### src/rtl/core/at_sch_pkg.sv
// Shared types and codes of the modem command scheduler.
package at_sch_pkg;

  localparam int CFG_IDX_W = 2;
  localparam int CFG_DATA_W = 16;

  localparam logic [CFG_IDX_W-1:0] CFG_LOOP_INTERVAL = 2'd0;
  localparam logic [CFG_IDX_W-1:0] CFG_COOLDOWN_INTERVAL = 2'd1;

  localparam logic [2:0] KIND_TICK = 3'd0;
  localparam logic [2:0] KIND_ENQUEUE = 3'd1;
  localparam logic [2:0] KIND_REGISTER = 3'd2;
  localparam logic [2:0] KIND_SET_MODE = 3'd3;
  localparam logic [2:0] KIND_RESPONSE = 3'd4;

  localparam logic [2:0] EV_NONE = 3'd0;
  localparam logic [2:0] EV_ACCEPTED = 3'd1;
  localparam logic [2:0] EV_REJECTED = 3'd2;
  localparam logic [2:0] EV_ISSUED = 3'd3;
  localparam logic [2:0] EV_DONE = 3'd4;
  localparam logic [2:0] EV_TIMEOUT = 3'd5;

  localparam logic [2:0] PH_IDLE = 3'd0;
  localparam logic [2:0] PH_SEND = 3'd1;
  localparam logic [2:0] PH_WAIT = 3'd2;
  localparam logic [2:0] PH_OK = 3'd3;
  localparam logic [2:0] PH_TIMEOUT = 3'd4;

  localparam logic [31:0] NEVER_RUN_ELAPSED = 32'hFFFF_FFFF;

  typedef enum logic [2:0] {
    OP_TICK,
    OP_ENQUEUE,
    OP_REGISTER,
    OP_SET_MODE,
    OP_RESPONSE,
    OP_IGNORE
  } op_t;

  typedef struct packed {
    op_t         op;
    logic [7:0]  cmd_id;
    logic [15:0] timeout_ticks;
    logic [15:0] interval_ticks;
    logic [3:0]  mode_value;
  } item_t;

  typedef struct packed {
    logic [2:0] event_res;
    logic [7:0] issued_cmd;
    logic       from_table;
    logic [2:0] engine_phase;
    logic [3:0] queue_level;
  } result_t;

  typedef struct packed {
    logic [15:0] loop_interval;
    logic [15:0] cooldown_interval;
  } cfg_regs_t;

endpackage

### src/rtl/core/at_sch_if.sv
// Channel interfaces of the scheduler: input items, results and configuration writes.
interface at_sch_in_if;
  logic        valid;
  logic        ready;
  logic [2:0]  kind;
  logic [7:0]  cmd_id;
  logic [15:0] timeout_ticks;
  logic [15:0] interval_ticks;
  logic [3:0]  mode_value;
  modport source (output valid, kind, cmd_id, timeout_ticks, interval_ticks, mode_value,
                  input ready);
  modport sink (input valid, kind, cmd_id, timeout_ticks, interval_ticks, mode_value,
                output ready);
endinterface

interface at_sch_out_if;
  logic       valid;
  logic       ready;
  logic [2:0] event_res;
  logic [7:0] issued_cmd;
  logic       from_table;
  logic [2:0] engine_phase;
  logic [3:0] queue_level;
  modport source (output valid, event_res, issued_cmd, from_table, engine_phase, queue_level,
                  input ready);
  modport sink (input valid, event_res, issued_cmd, from_table, engine_phase, queue_level,
                output ready);
endinterface

interface at_sch_cfg_if;
  logic        valid;
  logic        ready;
  logic [1:0]  index;
  logic [15:0] data;
  modport source (output valid, index, data, input ready);
  modport sink (input valid, index, data, output ready);
endinterface

### src/rtl/core/at_command_scheduler_top.sv
// Top level of the modem command scheduler.
// Each input beat gives exactly one result beat. Enqueue, register, mode and response
// beats are handled in the take state of the back end, and so is a tick, except a poll in
// the idle phase with an empty ring, which scans the monitor table one entry per cycle and
// then gives its result from a final state. A two-entry queue sits between the front end
// and the back end; while a result waits to be taken, the back end holds the next item in
// that queue. Configuration writes are taken in every cycle and belong to idle periods.
module at_command_scheduler_top #(
  parameter int TABLE_DEPTH = 16,
  parameter int RING_DEPTH = 8
) (
  input  logic         clk,
  input  logic         rst_n,
  at_sch_in_if.sink    in_ch,
  at_sch_out_if.source out_ch,
  at_sch_cfg_if.sink   cfg_ch
);
  import at_sch_pkg::*;

  cfg_regs_t cfg_r;
  item_t     item;
  logic      item_valid;
  logic      item_pop;

  assign cfg_ch.ready = 1'b1;

  always_ff @(posedge clk) begin
    if (!rst_n) begin
      cfg_r.loop_interval <= 16'd1;
      cfg_r.cooldown_interval <= 16'd1;
    end else if (cfg_ch.valid) begin
      case (cfg_ch.index)
        CFG_LOOP_INTERVAL:     cfg_r.loop_interval <= cfg_ch.data;
        CFG_COOLDOWN_INTERVAL: cfg_r.cooldown_interval <= cfg_ch.data;
        default: begin
        end
      endcase
    end
  end

  at_sch_front u_front (
    .clk(clk), .rst_n(rst_n), .in_ch(in_ch),
    .item_valid(item_valid), .item(item), .item_pop(item_pop)
  );

  at_sch_back #(.TABLE_DEPTH(TABLE_DEPTH), .RING_DEPTH(RING_DEPTH)) u_back (
    .clk(clk), .rst_n(rst_n), .cfg(cfg_r),
    .item_valid(item_valid), .item(item), .item_pop(item_pop), .out_ch(out_ch)
  );
endmodule

### src/rtl/core/at_sch_front.sv
// Front end: accepts input beats, decodes the kind and queues items for the back end.
module at_sch_front (
  input  logic            clk,
  input  logic            rst_n,
  at_sch_in_if.sink       in_ch,
  output logic            item_valid,
  output at_sch_pkg::item_t item,
  input  logic            item_pop
);
  import at_sch_pkg::*;

  item_t      buf_r [2];
  logic       wr_ptr_r, wr_ptr_nxt;
  logic       rd_ptr_r, rd_ptr_nxt;
  logic [1:0] cnt_r, cnt_nxt;
  item_t      dec;
  logic       push;

  always_comb begin
    dec.cmd_id = in_ch.cmd_id;
    dec.timeout_ticks = in_ch.timeout_ticks;
    dec.interval_ticks = in_ch.interval_ticks;
    dec.mode_value = in_ch.mode_value;
    case (in_ch.kind)
      KIND_TICK:     dec.op = OP_TICK;
      KIND_ENQUEUE:  dec.op = OP_ENQUEUE;
      KIND_REGISTER: dec.op = OP_REGISTER;
      KIND_SET_MODE: dec.op = OP_SET_MODE;
      KIND_RESPONSE: dec.op = OP_RESPONSE;
      default:       dec.op = OP_IGNORE;
    endcase
  end

  assign in_ch.ready = (cnt_r != 2'd2);
  assign push = in_ch.valid && in_ch.ready;
  assign item_valid = (cnt_r != 2'd0);
  assign item = buf_r[rd_ptr_r];

  always_comb begin
    wr_ptr_nxt = push ? ~wr_ptr_r : wr_ptr_r;
    rd_ptr_nxt = item_pop ? ~rd_ptr_r : rd_ptr_r;
    cnt_nxt = cnt_r + {1'b0, push} - {1'b0, item_pop};
  end

  always_ff @(posedge clk) begin
    if (!rst_n) begin
      wr_ptr_r <= 1'b0;
      rd_ptr_r <= 1'b0;
      cnt_r <= 2'd0;
    end else begin
      wr_ptr_r <= wr_ptr_nxt;
      rd_ptr_r <= rd_ptr_nxt;
      cnt_r <= cnt_nxt;
    end
    if (push) begin
      buf_r[wr_ptr_r] <= dec;
    end
  end
endmodule

### src/rtl/core/at_sch_back.sv
// Back end: ring, monitor table, poll engine with a one-entry-per-cycle table scan.
module at_sch_back #(
  parameter int TABLE_DEPTH = 16,
  parameter int RING_DEPTH = 8
) (
  input  logic                  clk,
  input  logic                  rst_n,
  input  at_sch_pkg::cfg_regs_t cfg,
  input  logic                  item_valid,
  input  at_sch_pkg::item_t     item,
  output logic                  item_pop,
  at_sch_out_if.source          out_ch
);
  import at_sch_pkg::*;

  localparam int TIDX_W = (TABLE_DEPTH > 1) ? $clog2(TABLE_DEPTH) : 1;
  localparam int RIDX_W = (RING_DEPTH > 1) ? $clog2(RING_DEPTH) : 1;
  localparam int RCNT_W = $clog2(RING_DEPTH + 1);

  typedef enum logic [1:0] {ST_TAKE, ST_SCAN, ST_FIN} st_t;

  st_t st_r;

  logic [31:0] tick_r, last_poll_r, last_send_r;
  logic [2:0]  phase_r;
  logic [7:0]  act_cmd_r;
  logic [15:0] act_tmo_r;
  logic        reply_r;
  logic [3:0]  cur_mode_r;

  logic [7:0]  ring_cmd_r [RING_DEPTH];
  logic [15:0] ring_tmo_r [RING_DEPTH];
  logic [RIDX_W-1:0] head_r, tail_r;
  logic [RCNT_W-1:0] rcnt_r;

  logic [7:0]  tab_cmd_r [TABLE_DEPTH];
  logic [3:0]  tab_mode_r [TABLE_DEPTH];
  logic [15:0] tab_ivl_r [TABLE_DEPTH];
  logic [15:0] tab_tmo_r [TABLE_DEPTH];
  logic [31:0] tab_lr_r [TABLE_DEPTH];
  logic [TABLE_DEPTH-1:0] tab_vld_r;

  logic [TIDX_W-1:0] scan_idx_r, pick_r;
  logic [31:0] best_r;
  logic        found_r;
  logic [7:0]  best_cmd_r;
  logic [15:0] best_tmo_r;

  logic        out_valid_r;
  result_t     out_r;
  logic        out_free;

  logic [31:0] now, gap;
  logic        poll_due;
  logic        free_found;
  logic [TIDX_W-1:0] free_idx;
  logic [31:0] el;
  logic        cand;

  function automatic logic [RIDX_W-1:0] ring_inc(input logic [RIDX_W-1:0] p);
    ring_inc = (p == RIDX_W'(RING_DEPTH - 1)) ? '0 : p + 1'b1;
  endfunction

  assign out_free = !out_valid_r || out_ch.ready;
  assign item_pop = (st_r == ST_TAKE) && item_valid && out_free;

  assign now = tick_r + 32'd1;
  assign gap = {16'd0, (phase_r == PH_OK) ? cfg.cooldown_interval : cfg.loop_interval};
  assign poll_due = (now - last_poll_r) >= gap;

  always_comb begin
    free_found = 1'b0;
    free_idx = '0;
    for (int i = TABLE_DEPTH - 1; i >= 0; i--) begin
      if (!tab_vld_r[i]) begin
        free_found = 1'b1;
        free_idx = TIDX_W'(i);
      end
    end
  end

  always_comb begin
    el = (tab_lr_r[scan_idx_r] == 32'd0) ? NEVER_RUN_ELAPSED
                                         : tick_r - tab_lr_r[scan_idx_r];
    cand = tab_vld_r[scan_idx_r] && (tab_mode_r[scan_idx_r] == cur_mode_r) &&
           ((tab_ivl_r[scan_idx_r] == 16'd0) || (el >= {16'd0, tab_ivl_r[scan_idx_r]})) &&
           (el > best_r);
  end

  assign out_ch.valid = out_valid_r;
  assign out_ch.event_res = out_r.event_res;
  assign out_ch.issued_cmd = out_r.issued_cmd;
  assign out_ch.from_table = out_r.from_table;
  assign out_ch.engine_phase = out_r.engine_phase;
  assign out_ch.queue_level = out_r.queue_level;

  always_ff @(posedge clk) begin
    if (!rst_n) begin
      st_r <= ST_TAKE;
      tick_r <= '0;
      last_poll_r <= '0;
      last_send_r <= '0;
      phase_r <= PH_IDLE;
      act_cmd_r <= '0;
      act_tmo_r <= '0;
      reply_r <= 1'b0;
      cur_mode_r <= '0;
      head_r <= '0;
      tail_r <= '0;
      rcnt_r <= '0;
      tab_vld_r <= '0;
      out_valid_r <= 1'b0;
    end else begin
      if (out_ch.ready) begin
        out_valid_r <= 1'b0;
      end
      case (st_r)
        ST_TAKE: begin
          if (item_pop) begin
            out_r <= '{EV_NONE, 8'd0, 1'b0, phase_r, 4'(rcnt_r)};
            out_valid_r <= 1'b1;
            case (item.op)
              OP_TICK: begin
                tick_r <= now;
                if (poll_due) begin
                  last_poll_r <= now;
                  case (phase_r)
                    PH_IDLE: begin
                      if (rcnt_r != '0) begin
                        head_r <= ring_inc(head_r);
                        rcnt_r <= rcnt_r - 1'b1;
                        act_cmd_r <= ring_cmd_r[head_r];
                        act_tmo_r <= ring_tmo_r[head_r];
                        reply_r <= 1'b0;
                        last_send_r <= now;
                        phase_r <= PH_SEND;
                        out_r <= '{EV_ISSUED, ring_cmd_r[head_r], 1'b0, PH_SEND,
                                   4'(rcnt_r - 1'b1)};
                      end else begin
                        out_valid_r <= 1'b0;
                        scan_idx_r <= '0;
                        best_r <= '0;
                        found_r <= 1'b0;
                        st_r <= ST_SCAN;
                      end
                    end
                    PH_SEND: begin
                      phase_r <= PH_WAIT;
                      out_r.engine_phase <= PH_WAIT;
                    end
                    PH_WAIT: begin
                      if (reply_r) begin
                        reply_r <= 1'b0;
                        phase_r <= PH_OK;
                        out_r <= '{EV_DONE, act_cmd_r, 1'b0, PH_OK, 4'(rcnt_r)};
                      end else if ((now - last_send_r) >= {16'd0, act_tmo_r}) begin
                        phase_r <= PH_TIMEOUT;
                        out_r.engine_phase <= PH_TIMEOUT;
                      end
                    end
                    PH_OK: begin
                      reply_r <= 1'b0;
                      phase_r <= PH_IDLE;
                      out_r.engine_phase <= PH_IDLE;
                    end
                    PH_TIMEOUT: begin
                      reply_r <= 1'b0;
                      phase_r <= PH_IDLE;
                      out_r <= '{EV_TIMEOUT, act_cmd_r, 1'b0, PH_IDLE, 4'(rcnt_r)};
                    end
                    default: begin
                      phase_r <= PH_IDLE;
                      out_r.engine_phase <= PH_IDLE;
                    end
                  endcase
                end
              end
              OP_ENQUEUE: begin
                if (rcnt_r >= RCNT_W'(RING_DEPTH)) begin
                  out_r.event_res <= EV_REJECTED;
                end else begin
                  ring_cmd_r[tail_r] <= item.cmd_id;
                  ring_tmo_r[tail_r] <= item.timeout_ticks;
                  tail_r <= ring_inc(tail_r);
                  rcnt_r <= rcnt_r + 1'b1;
                  out_r.event_res <= EV_ACCEPTED;
                  out_r.queue_level <= 4'(rcnt_r + 1'b1);
                end
              end
              OP_REGISTER: begin
                if (free_found) begin
                  tab_cmd_r[free_idx] <= item.cmd_id;
                  tab_mode_r[free_idx] <= item.mode_value;
                  tab_ivl_r[free_idx] <= item.interval_ticks;
                  tab_tmo_r[free_idx] <= item.timeout_ticks;
                  tab_lr_r[free_idx] <= '0;
                  tab_vld_r[free_idx] <= 1'b1;
                  out_r.event_res <= EV_ACCEPTED;
                end else begin
                  out_r.event_res <= EV_REJECTED;
                end
              end
              OP_SET_MODE: begin
                cur_mode_r <= item.mode_value;
                out_r.event_res <= EV_ACCEPTED;
              end
              OP_RESPONSE: begin
                reply_r <= 1'b1;
                out_r.event_res <= EV_ACCEPTED;
              end
              default: begin
              end
            endcase
          end
        end
        ST_SCAN: begin
          if (cand) begin
            best_r <= el;
            pick_r <= scan_idx_r;
            found_r <= 1'b1;
            best_cmd_r <= tab_cmd_r[scan_idx_r];
            best_tmo_r <= tab_tmo_r[scan_idx_r];
          end
          if (scan_idx_r == TIDX_W'(TABLE_DEPTH - 1)) begin
            st_r <= ST_FIN;
          end else begin
            scan_idx_r <= scan_idx_r + 1'b1;
          end
        end
        ST_FIN: begin
          if (out_free) begin
            out_valid_r <= 1'b1;
            st_r <= ST_TAKE;
            if (found_r) begin
              tab_lr_r[pick_r] <= tick_r;
              act_cmd_r <= best_cmd_r;
              act_tmo_r <= best_tmo_r;
              reply_r <= 1'b0;
              last_send_r <= tick_r;
              phase_r <= PH_SEND;
              out_r <= '{EV_ISSUED, best_cmd_r, 1'b1, PH_SEND, 4'(rcnt_r)};
            end else begin
              out_r <= '{EV_NONE, 8'd0, 1'b0, phase_r, 4'(rcnt_r)};
            end
          end
        end
        default: st_r <= ST_TAKE;
      endcase
    end
  end
endmodule

### src/flat_wrapper.sv
// flat-port wrapper written by rule: the top's interface ports become plain ports
module at_command_scheduler_top_flat import at_sch_pkg::*;
#(
  parameter int TABLE_DEPTH = 16,
  parameter int RING_DEPTH = 8
)
  (clk, rst_n, in_ch_valid, in_ch_kind, in_ch_cmd_id, in_ch_timeout_ticks, in_ch_interval_ticks, in_ch_mode_value, in_ch_ready, out_ch_valid, out_ch_event_res, out_ch_issued_cmd, out_ch_from_table, out_ch_engine_phase, out_ch_queue_level, out_ch_ready, cfg_ch_valid, cfg_ch_index, cfg_ch_data, cfg_ch_ready);
  at_sch_in_if in_ch_i ();
  at_sch_out_if out_ch_i ();
  at_sch_cfg_if cfg_ch_i ();
  input  logic clk;
  input  logic rst_n;
  input wire logic [$bits(in_ch_i.valid)-1:0] in_ch_valid;
  input wire logic [$bits(in_ch_i.kind)-1:0] in_ch_kind;
  input wire logic [$bits(in_ch_i.cmd_id)-1:0] in_ch_cmd_id;
  input wire logic [$bits(in_ch_i.timeout_ticks)-1:0] in_ch_timeout_ticks;
  input wire logic [$bits(in_ch_i.interval_ticks)-1:0] in_ch_interval_ticks;
  input wire logic [$bits(in_ch_i.mode_value)-1:0] in_ch_mode_value;
  output wire logic [$bits(in_ch_i.ready)-1:0] in_ch_ready;
  output wire logic [$bits(out_ch_i.valid)-1:0] out_ch_valid;
  output wire logic [$bits(out_ch_i.event_res)-1:0] out_ch_event_res;
  output wire logic [$bits(out_ch_i.issued_cmd)-1:0] out_ch_issued_cmd;
  output wire logic [$bits(out_ch_i.from_table)-1:0] out_ch_from_table;
  output wire logic [$bits(out_ch_i.engine_phase)-1:0] out_ch_engine_phase;
  output wire logic [$bits(out_ch_i.queue_level)-1:0] out_ch_queue_level;
  input wire logic [$bits(out_ch_i.ready)-1:0] out_ch_ready;
  input wire logic [$bits(cfg_ch_i.valid)-1:0] cfg_ch_valid;
  input wire logic [$bits(cfg_ch_i.index)-1:0] cfg_ch_index;
  input wire logic [$bits(cfg_ch_i.data)-1:0] cfg_ch_data;
  output wire logic [$bits(cfg_ch_i.ready)-1:0] cfg_ch_ready;
  assign in_ch_i.valid = in_ch_valid;
  assign in_ch_i.kind = in_ch_kind;
  assign in_ch_i.cmd_id = in_ch_cmd_id;
  assign in_ch_i.timeout_ticks = in_ch_timeout_ticks;
  assign in_ch_i.interval_ticks = in_ch_interval_ticks;
  assign in_ch_i.mode_value = in_ch_mode_value;
  assign in_ch_ready = in_ch_i.ready;
  assign out_ch_valid = out_ch_i.valid;
  assign out_ch_event_res = out_ch_i.event_res;
  assign out_ch_issued_cmd = out_ch_i.issued_cmd;
  assign out_ch_from_table = out_ch_i.from_table;
  assign out_ch_engine_phase = out_ch_i.engine_phase;
  assign out_ch_queue_level = out_ch_i.queue_level;
  assign out_ch_i.ready = out_ch_ready;
  assign cfg_ch_i.valid = cfg_ch_valid;
  assign cfg_ch_i.index = cfg_ch_index;
  assign cfg_ch_i.data = cfg_ch_data;
  assign cfg_ch_ready = cfg_ch_i.ready;
  at_command_scheduler_top #(.TABLE_DEPTH(TABLE_DEPTH), .RING_DEPTH(RING_DEPTH)) u_core (.clk(clk), .rst_n(rst_n), .in_ch(in_ch_i), .out_ch(out_ch_i), .cfg_ch(cfg_ch_i));
endmodule
### config.mk
export PLATFORM = sky130hd
export DESIGN_NAME = at_command_scheduler_top_flat
export DESIGN_NICKNAME = d
export VERILOG_FILES = /design/src/rtl/core/at_sch_pkg.sv /design/src/rtl/core/at_sch_if.sv /design/src/rtl/core/at_command_scheduler_top.sv /design/src/rtl/core/at_sch_front.sv /design/src/rtl/core/at_sch_back.sv /design/src/flat_wrapper.sv
export SDC_FILE = /design/constraint.sdc
export NUM_CORES = 2
export LEC_CHECK = 0
export BUFFER_PORTS_ARGS = -buffer_cell sky130_fd_sc_hd__buf_2
export CAP_MARGIN = 0
export CELL_PAD_IN_SITES_DETAIL_PLACEMENT = 0
export CELL_PAD_IN_SITES_GLOBAL_PLACEMENT = 2
export CORE_MARGIN = 1.5
export CORE_UTILIZATION = 40
export DETAILED_ROUTE_END_ITERATION = 8
export HOLD_SLACK_MARGIN = 0.02
export PLACE_DENSITY_LB_ADDON = 0.2
export SLEW_MARGIN = 20
export SYNTH_ARGS = -nofsm -noshare
export SYNTH_HDL_FRONTEND = slang
export SYNTH_HIERARCHICAL = 1
export SYNTH_SLANG_ARGS = --single-unit
### constraint.sdc
create_clock -name clk -period 10.5 [get_ports clk]
set_input_delay 1.05 -clock clk [delete_from_list [all_inputs] [get_ports clk]]
set_output_delay 1.05 -clock clk [all_outputs]
set_load 0.02 [all_outputs]
==> results.json <==
{
  "leakagePower_nw": 30.0,
  "synth.top_cell.area_share": 0.615,
  "std_cell_rows": 161,
  "fillCellCount": 16709,
  "cp_data_arrival_time_ns": 9.01,
  "clk_pin_slew_ns": 0.06,
  "async_reset_ff_frac": 0,
  "use_met1": 0.297,
  "met3_usage": 0.0266,
  "dieArea_mm2": 0.196,
  "worstSetupEndpoint": "u_core/u_back/best_r[9]",
  "syn_nets": 5198,
  "viasPerCell": 5.61,
  "grt_overflow": 0,
  "grt_pass1_vias": 44304,
  "p_total_w": 0.0174,
  "synth_edf_count": 1586,
  "met2_usage": 0.353,
  "ctsResizeCount": 0,
  "yosysTopAreaCell": "edfxtp_1",
  "min_path_type": "primary input to flop",
  "grt_pass1_wl_mm": 306,
  "syn_area_per_cell_um2": 15.7,
  "cts_buffers": 192,
  "grt_max_degree": 107,
  "maxCapViolCount": 0,
  "start_util": 0.402,
  "pin_count": 92,
  "hold_viol": 0,
  "hold_buffers": 0,
  "end_kind": "flop",
  "tns_ns": 0,
  "dp_cells": 7412,
  "finalNonFillerCells": 7772,
  "gp_congestion": 0.858,
  "clock_path_buffers": 3,
  "yosysSeqAreaShare": 0.667,
  "wl_mm": 209,
  "crit_fanout": 39,
  "post-route-period-util": 0.814,
  "post-route-min-period_ns": 8.55,
  "timing.slew.headroom": 0.290,
  "postRouteAntennaNets": 0,
  "worst_pin_slew_ns": 1.06,
  "fp.dieH_um": 443,
  "wl_per_cell_um": 26.9,
  "syn_area_mm2": 0.0774,
  "worst-endpoint-required_ns": 10.97,
  "num_vias": 43633,
  "cts.sinks": 1787,
  "core_mm2": 0.192,
  "cts_tree": "built",
  "rsz0062_at_grt": "no",
  "drc": 0,
  "ys_types": 95,
  "postCtsSetupBuffers": 0,
  "r2r-end": "u_core/u_back/best_r[9]",
  "power.density_mw_per_mm2": 200,
  "clk_latency_ns": 0.86,
  "drive_gt1_frac": 0.179,
  "io_buffers": 90,
  "critical_path_class": "flop to flop",
  "start_kind": "flop",
  "dp_hpwl_mm": 126,
  "grt-busiest-layer": "met2",
  "fin_skew_ns": 0.0476,
  "reg2reg_slack_ns": 1.95,
  "grt_antenna_before_repair": 4,
  "nNetsFinal": 5335,
  "hold_depth": 1,
  "htreeDepth": 4,
  "synth_seq_cells": 1787,
  "cts_root_buf": "clkbuf_16",
  "maxSlewViolCount": 0,
  "track_usage": 0.212,
  "syn2layout_area_growth_pct": 12.6,
  "synth.top_cells.by_area": "edfxtp_1, mux4_2, dfxtp_1",
  "status": "complete, no violations",
  "first_pass_iters": 6,
  "yosys_warnings": 6,
  "ir_drop_uv": 151,
  "setup_viol": 0,
  "syn_inst": 4943,
  "fp.dieW_um": 443,
  "ys.flop_type": "edfxtp_1",
  "drt_iter0_drc": 3543,
  "fmax_mhz": 117,
  "ff2ff_path_depth": 27
}
==> cell type report <==
type                            count  area [um^2]  area share
Antenna cell                        3         7.51   0.0000861
Clock buffer                      246         5090      0.0584
Clock inverter                    111         1200      0.0137
Inverter                          161          607     0.00696
Multi-Input combinational cell   2730        24100       0.276
Sequential cell                  1787        51700       0.592
Tap cell                         2526         3160      0.0362
Timing Repair Buffer              208         1390      0.0159
==> power by group <==
| part | switching, W | internal, W |
|---|---|---|
| Clock | 0.00284 | 0.00391 |
| Combinational | 0.00166 | 0.000745 |
| Sequential | 0.0000893 | 0.00819 |
| Total | 0.00459 | 0.0128 |
==> worst max-delay path: stages, from the launching register on <==
cell	delay, ns
dfxtp_4	0.94
buf_4	0.47
mux4_2	0.55
a22o_1	0.25
a221oi_1	0.54
ha_1	0.39
nor3_1	0.09
nor2_1	0.12
o2111ai_1	0.16
a21boi_0	0.68
a31oi_1	0.20
o21ai_0	0.22
a21oi_1	0.10
xor2_1	0.38
o21ai_0	0.23
ha_1	0.34
nand4_1	0.10
nor2_1	0.05
nand2_1	0.10
nor3_1	0.08
nand4_1	0.09
nand4_1	0.10
nor4_1	0.39
o311a_1	0.25
o31a_2	0.15
buf_4	0.45
a31o_1	0.17
buf_4	0.42
==> layout by cell type, fill, tap and decap left out, drive strengths merged, types with 19 or more instances in the layout <==
master  instances
a211oi         54
inv           169
mux2           74
o21a           21
a221oi         69
o211ai         33
clkbuf        246
nand4          57
nand2         296
a22oi          37
mux2i         161
nand3          56
nor2b          29
nor3           41
nor2          254
a21oi         253
nand2b         29
xnor2          91
ha            182
clkinv         78
buf           208
a31oi          28
a21o           59
bufinv         19
a22o           51
or3            26
xor2           70
edfxtp       1586
dfxtp         201
o31ai          24
o21ai         161
mux4          313
and2           83
==> Yosys cell counts (9+ instances only) <==
| library cell | number |
|---|---|
| edfxtp_1 | 1586 |
| nand2_1 | 296 |
| mux4_2 | 290 |
| a21oi_1 | 253 |
| nor2_1 | 252 |
| dfxtp_1 | 201 |
| ha_1 | 182 |
| mux2i_1 | 161 |
| inv_1 | 159 |
| o21ai_0 | 152 |
| clkbuf_1 | 151 |
| xnor2_1 | 91 |
| and2_1 | 82 |
| mux2_2 | 74 |
| xor2_1 | 70 |
| a221oi_1 | 66 |
| a21o_1 | 59 |
| nand4_1 | 57 |
| nand3_1 | 56 |
| a211oi_1 | 53 |
| a22o_1 | 51 |
| buf_2 | 43 |
| nor3_1 | 41 |
| a22oi_1 | 37 |
| o211ai_1 | 33 |
| nand2b_1 | 29 |
| nor2b_1 | 29 |
| a31oi_1 | 27 |
| or3_1 | 26 |
| o31ai_1 | 24 |
| mux4_1 | 23 |
| buf_1 | 21 |
| o21a_1 | 21 |
| buf_6 | 18 |
| buf_4 | 15 |
| and3_1 | 14 |
| o21bai_1 | 14 |
| o22ai_1 | 14 |
| a21boi_0 | 10 |
| or2_2 | 10 |
| a211o_1 | 9 |
| o21ai_1 | 9 |
==> how the worst min path moves through the flow <==
stage,start,to,slack (ns)
detailed placement,u_core/u_back/act_tmo_r[1],u_core/u_back/act_tmo_r[1],0.45
global route,in_ch_timeout_ticks[13],u_core/u_front/buf_r[0][33],0.35
floorplan,u_core/u_back/scan_idx_r[3],u_core/u_back/pick_r[3],0.42
finish,in_ch_timeout_ticks[14],u_core/u_front/buf_r[1][34],0.38
global placement,u_core/u_back/act_tmo_r[11],u_core/u_back/act_tmo_r[11],0.44
CTS,in_ch_timeout_ticks[14],u_core/u_front/buf_r[1][34],0.31
==> sequential cells by signal, indices dropped and copies added (netlist names), 16 cells and up, named ones only <==
signal / count
u_core/u_back/tick_r: 32
u_core/u_back/ring_cmd_r: 64
u_core/cfg_r: 32
u_core/u_back/act_tmo_r: 16
u_core/u_back/tab_ivl_r: 256
u_core/u_back/best_tmo_r: 16
u_core/u_back/tab_lr_r: 512
u_core/u_back/last_send_r: 32
u_core/u_back/tab_mode_r: 64
u_core/u_back/tab_tmo_r: 256
u_core/u_back/best_r: 32
u_core/u_back/ring_tmo_r: 128
u_core/u_back/tab_cmd_r: 128
u_core/u_front/buf_r: 94
u_core/u_back/tab_vld_r: 16
u_core/u_back/last_poll_r: 32
==> per-layer routing <==
layer  wire length, um  vias to the layer above  part of all wire
li1                  -                    19690                 -
met4              4030                        0             0.019
met2            102000                      977              0.49
met1             94400                    22736              0.45
met5                 0                        -                 0
met3              8880                      230             0.042
==> stage by stage <==
| step | area [um^2] | util | setup WS (ns) | hold slack (ns) |
|---|---|---|---|---|
| finish | 87200 | 0.453 | 1.95 | 0.380 |
| CTS | 87200 | 0.453 | 1.86 | 0.307 |
| global route | 87200 | 0.453 | 1.36 | 0.347 |
| detailed placement | 80900 | 0.421 | 1.95 | 0.447 |
| global placement | 80900 | 0.420 | 1.76 | 0.438 |
| floorplan | 77400 | - | 3.14 | 0.424 |
==> cells by family after synthesis <==
group	synth area share
and+or+nand+nor	0.0578
muxes	0.124
buffers and inverters	0.0261
other	0.0000484
adders and majority gates	0.0302
DFF	0.667
AOI/OAI and AO/OA	0.0768
xor gates and xnor gates	0.0182
No activity file was read; power rests on OpenSTA's default activity.
